--- src/fea_ram.sv ---
// Generic simple dual-port RAM with registered read.
module fea_ram #(
	parameter int WIDTH = 8,
	parameter int DEPTH = 16
) (
	input  logic                     clk,
	input  logic                     we,
	input  logic [$clog2(DEPTH)-1:0] waddr,
	input  logic [WIDTH-1:0]         wdata,
	input  logic                     re,
	input  logic [$clog2(DEPTH)-1:0] raddr,
	output logic [WIDTH-1:0]         rdata
);

	logic [WIDTH-1:0] mem [DEPTH];

	// write port
	always_ff @(posedge clk) begin
		if (we) begin
			mem[waddr] <= wdata;
		end
	end

	// registered read port
	always_ff @(posedge clk) begin
		if (re) begin
			rdata <= mem[raddr];
		end
	end

endmodule

--- config.mk ---
export PLATFORM = sky130hd
export DESIGN_NAME = fea_ram
export DESIGN_NICKNAME = d
export VERILOG_FILES = /design/src/fea_ram.sv
export SDC_FILE = /design/constraint.sdc
export NUM_CORES = 1
export LEC_CHECK = 0
export ABC_AREA = 1
export BUFFER_PORTS_ARGS = -buffer_cell sky130_fd_sc_hd__buf_2
export CAP_MARGIN = 20
export CORE_UTILIZATION = 41
export DETAILED_ROUTE_END_ITERATION = 7
export PLACE_DENSITY = 0.64
export SLEW_MARGIN = 20
export SYNTH_ARGS = -nofsm -noshare
export SYNTH_HDL_FRONTEND = slang
export SYNTH_SLANG_ARGS = --single-unit
--- constraint.sdc ---
create_clock -name clk -period 1.2 [get_ports clk]
set_input_delay 0.24 -clock clk [delete_from_list [all_inputs] [get_ports clk]]
set_output_delay 0.24 -clock clk [all_outputs]
set_load 0.05 [all_outputs]
==> results.py, run 1 <==
metrics = {
    "timing": {
        "worstMarginPinSlew_ns": 0.390,
        "rsz0062_at_grt": "yes",
        "timing.clock.skew_ns": 0.00838,
        "fin_crit_sh_pct": 106,
        "max_freq_ghz": 0.783,
        "setup_slack_ns": -0.0777,
        "finalMaxSlewViolations": 0,
        "setup_viol": 4,
        "slew_headroom_pct": 74.0,
        "hold_violations": 0,
        "post-route-min-period_ns": 1.28,
    },
    "logic_synthesis": {
        "yosysMostFrequentCell": "nand2_1",
        "ys_ff_latch": 136,
        "async_flop_share_pct": 0,
        "synth_edf_count": 136,
        "seq_area_frac_synth_pct": 69.8,
        "netlist_top_cells_area": "edfxtp_1 70%, nand2_1 11%, nand3_1 8.3%",
        "synthFlopType": "edfxtp_1",
        "synth_commonest_cells": "173 x nand2_1, 136 x edfxtp_1, 100 x inv_1",
        "syn_inst": 551,
        "syn_area_per_cell_sq_um": 10.6,
        "synth_area_sq_um": 5850,
        "synth_top_area_share_pct": 69.8,
        "ys_types": 11,
        "yosys_warnings": 0,
        "syn-num-nets": 570,
        "yosysTopAreaCell": "edfxtp_1",
    },
    "hold_path": {
        "worstHoldStart": "re",
        "hold_path.class": "primary input to flop",
    },
    "worst_setup_path": {
        "crit_family": "flip-flops",
        "r2r_end": "rdata[7]",
        "ff2ff_path_depth": 6,
        "max_stage_delay_ns": 0.44,
        "crit_path_cell_trace": "buf_6",
        "worstSetupPathType": "flop to output pin",
        "cp_num_buf_inv": 1,
        "r2r_setup_slack_ns": 0.08,
        "cp.depth": 1,
        "cp-endpoint": "rdata[0]",
        "crit_slowest_cell": "edfxtp_1",
        "r2r_start": "mem[1][7]",
        "endpoint_kind": "output pin",
        "crit_arrival_ns": 1.04,
        "cp_max_fo": 1,
        "crit_required_ns": 0.96,
        "critPathLaunchType": "flop",
        "startpoint": "rdata[0]",
    },
    "clocking": {
        "root_buffer": "clkbuf_16",
        "worstSkewPairLatency_ns": 0.41,
        "clock_path_buffers": 2,
        "clk_pin_slew_ns": 0.06,
        "numCtsBuffers": 17,
        "clock_sinks": 136,
        "cts_tree": "built",
        "h-tree-depth": 4,
    },
    "pwr": {
        "p_leak_nw": 3.06,
        "vdd.ir_drop.worst_mv": 1.35,
        "p_per_area_nw_per_um2": 1740,
        "power.total_mw": 12.4,
    },
    "run": {
        "drv_cap": 0,
    },
    "cells_and_area": {
        "areaGrowthSynthToFinish_pct": 21.4,
        "final_cells": 793,
        "drive_gt1_share_pct": 14.5,
        "final_cell_area_sq_um": 7100,
        "diodes": 0,
        "fin_nets": 619,
    },
    "floorplan": {
        "boundaryPins": 27,
        "start_util_pct": 42.1,
        "fp-row-count": 43,
        "fp.dieH_um": 121,
        "dieArea_sq_um": 14700,
        "core_sq_um": 13900,
        "die_w_um": 121,
    },
    "global_routing": {
        "grt_max_degree": 65,
        "grt_pass1_wl_mm": 20.5,
        "antenna_found_initial": 0,
        "grtUsageTotal_pct": 19.6,
        "grt_pass1_vias": 3852,
        "gr-total-overflow": 0,
    },
    "drt": {
        "post-route-drc-count": 0,
        "wire_per_inst_um": 16.5,
        "num_vias": 3916,
        "ant_nets": 0,
        "routed_via_density": 4.94,
        "wl_mm": 13.1,
        "drt_first_pass_iters": 5,
        "drtIter0Drc": 393,
    },
    "placed_design": {
        "dpl.hpwl_mm": 8.22,
        "dp_worst_setup_slack_ns": -0.234,
        "dp_cells": 761,
        "portBuffers": 26,
        "place_area_sq_um": 6320,
        "gp_congestion": 0.854,
    },
    "run_status": {
        "status": "complete, but fails checks",
        "violations": "negative setup slack",
    },
}
[how the worst min path moves through the flow]
stage	to	slack [ns]	depth (start not counted)
after floorplan	mem[0][0]	0.34	0
after global placement	rdata[6]	0.61	1
after detailed placement	rdata[6]	0.62	1
after CTS	rdata[2]	0.18	1
after global routing	rdata[6]	0.19	1
final	rdata[2]	0.19	1
[per-stage QoR]
step           utilization (%)  TNS (ns)  hold WS [ns]
2_1_floorplan                -         0         0.339
3_5_place_dp              45.5     -5.58         0.616
5_1_grt                   51.1    -0.370         0.190
6_report                  51.1    -0.163         0.189
3_3_place_gp              45.5     -3.98         0.607
4_1_cts                   51.0    -0.266         0.182
[metal layers]
layer  vias to the layer above  track usage (%)  part of all wire (%)
met2                       136             31.9                    49
li1                       1877                -                     -
met3                        22             4.84                   6.4
met5                         -                0                     0
met1                      1881             24.7                    42
met4                         0             8.95                   2.3
[layout by cell type (no fill, tap or decap)]
master / Yosys / layout
nor2_1: 17 / 17
buf_12: 0 / 6
clkinvlp_4: 0 / 1
clkinv_1: 0 / 1
clkinv_4: 0 / 2
nand3b_1: 2 / 2
buf_4: 4 / 22
buf_2: 13 / 18
clkbuf_16: 0 / 17
clkbuf_1: 0 / 2
nand3_2: 0 / 4
clkinv_2: 0 / 1
inv_1: 100 / 100
nand2_1: 173 / 173
bufinv_16: 0 / 8
inv_2: 2 / 2
nand3_1: 97 / 93
edfxtp_1: 136 / 136
buf_6: 6 / 8
[registers in the layout, summed over array words and instances, names as in the netlist]
register and flops:
mem 128, rdata 8
[what timing repair did]
item	CTS	global route
setup buffers	0	0
endpoints found under the setup margin	8	11
gates resized for setup	16	4
pin swaps	0	0
hold buffers	0	0
[worst register-to-register path, stage by stage, from the launching register on]
cell and delay (ns):
edfxtp_1 0.37, inv_1 0.07, nand2_1 0.05, nand3_1 0.11, nand3_1 0.08, nand3_1 0.14, nand2_1 0.07
[layout make-up]
cell class / instances / area, sq um
tap: 180 / 225
multi-input combinational: 289 / 1230
clock inverter: 13 / 274
timing repair buffer: 54 / 465
inverter: 102 / 383
sequential: 136 / 4080
fill: 1220 / 6780
clock buffer: 19 / 433
[cells by family after synthesis]
family / Yosys count / share of synthesized area (%)
and+or+nand+nor: 289 / 20.8
buffers and inverters: 126 / 9.39
DFF: 136 / 69.8
[power by group]
part	internal (mW)	switching, mW	leakage [nW]	total [mW]
Sequential	5.35	0.0327	1.24	5.39
Combinational	0.252	0.543	1.49	0.795
Clock	4.31	1.89	0.339	6.20
Note: power is estimated with default switching activity, not from simulation.
==> run 2, diff against run 1 <==
CTS_BUF_LIST = sky130_fd_sc_hd__clkbuf_16   (was default)
==> results.py, run 2 (synthesis results as in run 1) <==
metrics = {
    "worst_setup_path": {
        "crit_slowest_cell": "edfxtp_1",
        "max_stage_delay_ns": 0.44,
        "crit_family": "flip-flops",
        "r2r_start": "mem[1][7]",
        "r2r_end": "rdata[7]",
        "crit_required_ns": 0.96,
        "critPathLaunchType": "flop",
        "crit_path_cell_trace": "buf_6",
        "cp_max_fo": 1,
        "worstSetupPathType": "flop to output pin",
        "cp_num_buf_inv": 1,
        "r2r_setup_slack_ns": 0.08,
        "ff2ff_path_depth": 6,
        "crit_arrival_ns": 1.04,
        "endpoint_kind": "output pin",
    },
    "cells_and_area": {
        "fill_cells": 1220,
        "drive_gt1_share_pct": 14.5,
        "diodes": 0,
        "final_cells": 793,
        "top_regs": "mem: 128 flops, rdata: 8 flops",
        "areaGrowthSynthToFinish_pct": 21.4,
        "final_cell_area_sq_um": 7100,
        "final_common_cell": "nand2_1",
        "fin_nets": 619,
        "layout_common_cells": "173 x nand2_1, 136 x edfxtp_1, 102 x inv_1, 93 x nand3_1, 22 x buf_4",
        "fin_util_pct": 51.1,
        "largest-register": "mem",
        "largest_register_ffs": 128,
    },
    "drt": {
        "routed_via_density": 4.92,
        "post-route-drc-count": 0,
        "met1Wirelength_mm": 5.43,
        "wire_per_inst_um": 16.5,
        "num_vias": 3903,
        "wl_met2_mm": 6.49,
        "ant_nets": 0,
        "route.met3.wl_um": 820,
        "top_layer": "met4",
        "drt_first_pass_iters": 5,
        "wl_mm": 13.1,
        "drtIter0Drc": 392,
    },
    "timing": {
        "finalMaxSlewViolations": 0,
        "timing.clock.skew_ns": 0.00813,
        "post-route-min-period_ns": 1.28,
        "setup_tns_ns": -0.164,
        "worstMarginPinSlew_ns": 0.385,
        "max_freq_ghz": 0.782,
        "rsz0062_at_grt": "yes",
        "slew_headroom_pct": 74.4,
        "setup_viol": 4,
        "hold_violations": 0,
        "fin_crit_sh_pct": 107,
        "setup_slack_ns": -0.0785,
    },
    "pwr": {
        "power.total_mw": 12.4,
        "p_per_area_nw_per_um2": 1740,
        "vdd.ir_drop.worst_mv": 1.35,
        "p_leak_nw": 3.07,
    },
    "clocking": {
        "cts_tree": "built",
        "post-cts-setup-buffers": 0,
        "h-tree-depth": 4,
        "root_buffer": "clkbuf_16",
        "clock_path_buffers": 2,
        "clock_sinks": 136,
        "numCtsBuffers": 17,
        "worstSkewPairLatency_ns": 0.41,
        "holdBufCountCts": 0,
        "clk_pin_slew_ns": 0.06,
    },
    "run": {
        "drv_cap": 0,
    },
    "floorplan": {
        "die_w_um": 121,
        "core_sq_um": 13900,
        "boundaryPins": 27,
        "start_util_pct": 42.1,
        "fp.dieH_um": 121,
        "fp-row-count": 43,
        "dieArea_sq_um": 14700,
    },
    "placed_design": {
        "gp_congestion": 0.854,
        "place_area_sq_um": 6320,
        "dp_cells": 761,
        "portBuffers": 26,
        "dpl.hpwl_mm": 8.22,
    },
    "hold_path": {
        "hold_path.class": "primary input to flop",
        "worstHoldStart": "re",
        "holdPathEnd": "rdata[2]",
        "min_path_cells": 1,
    },
    "global_routing": {
        "grt_pass1_vias": 3852,
        "grt_max_degree": 65,
        "grt_pass1_wl_mm": 20.5,
        "grtUsageTotal_pct": 19.6,
        "gr-total-overflow": 0,
        "antenna_found_initial": 0,
    },
    "run_status": {
        "violations": "negative setup slack",
        "status": "complete, but fails checks",
    },
}
## run 2: cell types whose count changed in the layout (fill, tap and decap cells not counted)
cell	change
inv_1	+2
clkbuf_1	-2
## run 2: stage by stage
stage / hold WS, ns / setup WS, ns
6_report: 0.191 / -0.0785
5_1_grt: 0.190 / -0.114
4_1_cts: 0.182 / -0.0938
3_5_place_dp: 0.616 / -0.234
3_3_place_gp: 0.607 / -0.230
2_1_floorplan: 0.339 / 0.00916
## run 2: area by class of cell
cell class,instances,area [sq um],share of cell area [%]
clock buffers,17,425,5.99
clock inverters,15,282,3.97
inverters,102,383,5.39
multi-input cells,289,1230,17.4
flip-flops and latches,136,4080,57.5
well taps,180,225,3.17
repair buffers,54,465,6.56
## run 2: how the worst max path moves through the flow
| stage | slack (ns) | endpoint | start | cells after the start |
|---|---|---|---|---|
| after floorplan | 0.009 | mem[4][0] | waddr[3] | 2 |
| after global placement | -0.23 | rdata[5] | raddr[0] | 7 |
| after detailed placement | -0.23 | rdata[5] | raddr[0] | 7 |
| after CTS | -0.09 | rdata[0] | rdata[0] | 1 |
| after global routing | -0.11 | rdata[0] | rdata[0] | 1 |
| final | -0.08 | rdata[0] | rdata[0] | 1 |
## run 2: what timing repair did
action | 4_1_cts | 5_1_grt
endpoints found under the hold margin | 0 | 0
gates resized for setup | 16 | 4
endpoints found under the setup margin | 8 | 11
## run 2: power breakdown
| part | switching (mW) | internal (mW) | leakage [nW] | total, mW |
|---|---|---|---|---|
| registers | 0.0328 | 5.35 | 1.24 | 5.39 |
| logic | 0.542 | 0.252 | 1.49 | 0.794 |
| clock network | 1.89 | 4.29 | 0.347 | 6.18 |
## run 2: layer usage
metal | GRT usage, % | up-vias
met4 | 8.95 | 0
met2 | 31.9 | 124
met5 | 0 | -
met1 | 24.7 | 1880
li1 | - | 1877
met3 | 4.84 | 22
==> run 3, diff against run 2 <==
CORE_UTILIZATION = 26   (was 41)
PLACE_DENSITY = 0.47   (was 0.64)
==> results.py, run 3 (synthesis results as in run 1) <==
metrics = {
    "run_status": {
        "status": "complete, but fails checks",
        "violations": "design-rule violations, negative setup slack",
    },
    "floorplan": {
        "boundaryPins": 27,
        "die_w_um": 152,
        "fp-row-count": 54,
        "fp.dieH_um": 152,
        "start_util_pct": 26.6,
        "dieArea_sq_um": 23100,
        "core_sq_um": 22000,
    },
    "timing": {
        "holdWs_ns": 0.167,
        "setup_viol": 8,
        "post-route-min-period_ns": 1.28,
        "finalMaxSlewViolations": 0,
        "rsz0062_at_grt": "yes",
        "worstMarginPinSlew_ns": 0.461,
        "slew_headroom_pct": 69.3,
        "max_freq_ghz": 0.783,
        "fin_crit_sh_pct": 106,
        "hold_violations": 0,
        "setup_slack_ns": -0.0769,
        "timing.clock.skew_ns": 0.00916,
    },
    "worst_setup_path": {
        "r2r_start": "mem[1][6]",
        "r2r_setup_slack_ns": 0.06,
        "worstSetupPathType": "flop to output pin",
        "crit_arrival_ns": 1.04,
        "crit_path_cell_trace": "buf_6",
        "crit_slowest_cell": "edfxtp_1",
        "max_stage_delay_ns": 0.43,
        "cp_max_fo": 1,
        "endpoint_kind": "output pin",
        "cp_num_buf_inv": 1,
        "critPathLaunchType": "flop",
        "ff2ff_path_depth": 6,
        "crit_required_ns": 0.96,
        "r2r_end": "rdata[6]",
        "crit_family": "flip-flops",
    },
    "cells_and_area": {
        "drive_gt1_share_pct": 14.9,
        "fin_nets": 623,
        "final_cell_area_sq_um": 7150,
        "final_common_cell": "nand2_1",
        "layout_common_cells": "173 x nand2_1, 136 x edfxtp_1, 103 x inv_1, 88 x nand3_1, 23 x buf_4",
        "areaGrowthSynthToFinish_pct": 22.4,
        "top_regs": "mem: 128 flops, rdata: 8 flops",
        "largest-register": "mem",
        "largest_register_ffs": 128,
        "diodes": 0,
        "final_cells": 897,
    },
    "drt": {
        "post-route-drc-count": 6,
        "ant_nets": 0,
        "drtIter0Drc": 229,
        "routed_via_density": 4.29,
        "wl_mm": 14.1,
        "drt_first_pass_iters": 7,
        "num_vias": 3852,
        "wire_per_inst_um": 15.7,
    },
    "clocking": {
        "root_buffer": "clkbuf_16",
        "numCtsBuffers": 17,
        "post-cts-setup-buffers": 0,
        "worstSkewPairLatency_ns": 0.43,
        "h-tree-depth": 4,
        "clk_pin_slew_ns": 0.06,
        "clock_path_buffers": 2,
        "cts_tree": "built",
        "clock_sinks": 136,
    },
    "placed_design": {
        "dp_worst_setup_slack_ns": -0.266,
        "gp_congestion": 0.824,
        "place_area_sq_um": 6510,
        "portBuffers": 26,
        "dpl.hpwl_mm": 9.32,
        "dp_cells": 865,
    },
    "hold_path": {
        "min_path_cells": 1,
        "hold_path.class": "primary input to flop",
        "worstHoldStart": "re",
        "holdPathEnd": "rdata[7]",
    },
    "global_routing": {
        "grt_max_degree": 43,
        "grt_pass1_vias": 3872,
        "gr-total-overflow": 0,
        "grt_pass1_wl_mm": 22.0,
        "antenna_found_initial": 0,
        "grtUsageTotal_pct": 13.1,
    },
    "run": {
        "drv_cap": 0,
    },
    "pwr": {
        "p_leak_nw": 3.04,
        "power.total_mw": 11.1,
        "vdd.ir_drop.worst_mv": 1.17,
        "p_per_area_nw_per_um2": 1550,
    },
}
[run 3: changes by cell type in the layout (fill, tap and decap cells not counted), moves of 3 or more]
cell       previous run  this run
nand3_1              93        88
nand3_2               4         9
bufinv_16             8         2
clkinv_1              1         6
buf_12                6         9
[run 3: layout make-up]
| type | count | area, sq um |
|---|---|---|
| flip-flops and latches | 136 | 4080 |
| repair buffers | 58 | 533 |
| fillers | 2215 | 14800 |
| clock inverters | 15 | 120 |
| well taps | 280 | 350 |
| clock buffers | 17 | 425 |
| inverters | 102 | 383 |
| multi-input cells | 289 | 1260 |
[run 3: how the worst max path moves through the flow]
| stage | cells past startpoint | slack [ns] | start | endpoint |
|---|---|---|---|---|
| final | 1 | -0.08 | rdata[1] | rdata[1] |
| after global routing | 1 | -0.1 | rdata[4] | rdata[4] |
| after CTS | 1 | -0.08 | rdata[1] | rdata[1] |
| after detailed placement | 8 | -0.27 | raddr[0] | rdata[3] |
| after global placement | 8 | -0.26 | raddr[0] | rdata[3] |
| after floorplan | 2 | 0.009 | waddr[3] | mem[4][0] |
[run 3: layer usage]
layer / track usage, % / routed length (um) / vias up
li1: - / - / 1890
met1: 17.9 / 6890 / 1847
met2: 19.6 / 6100 / 94
met3: 3.22 / 764 / 21
met4: 6.12 / 321 / 0
met5: 0 / 0 / -
[run 3: repair_timing]
action | CTS | global route
hold buffers | 0 | 0
cloned | 0 | 0
resized for setup | 17 | 8
setup endpoints to repair | 9 | 14
[run 3: power by group]
| part | internal (mW) | leakage [nW] | switching, mW |
|---|---|---|---|
| combinational | 0.276 | 1.53 | 0.567 |
| sequential | 5.36 | 1.24 | 0.0341 |
| clock | 2.97 | 0.275 | 1.85 |
| total | 8.60 | 3.04 | 2.45 |
[run 3: per-stage QoR]
step                TNS, ns  utilization, %
floorplan                 0               -
global placement      -4.04            29.7
detailed placement    -5.13            29.7
CTS                  -0.399            32.4
global route         -0.545            32.6
finish               -0.311            32.6
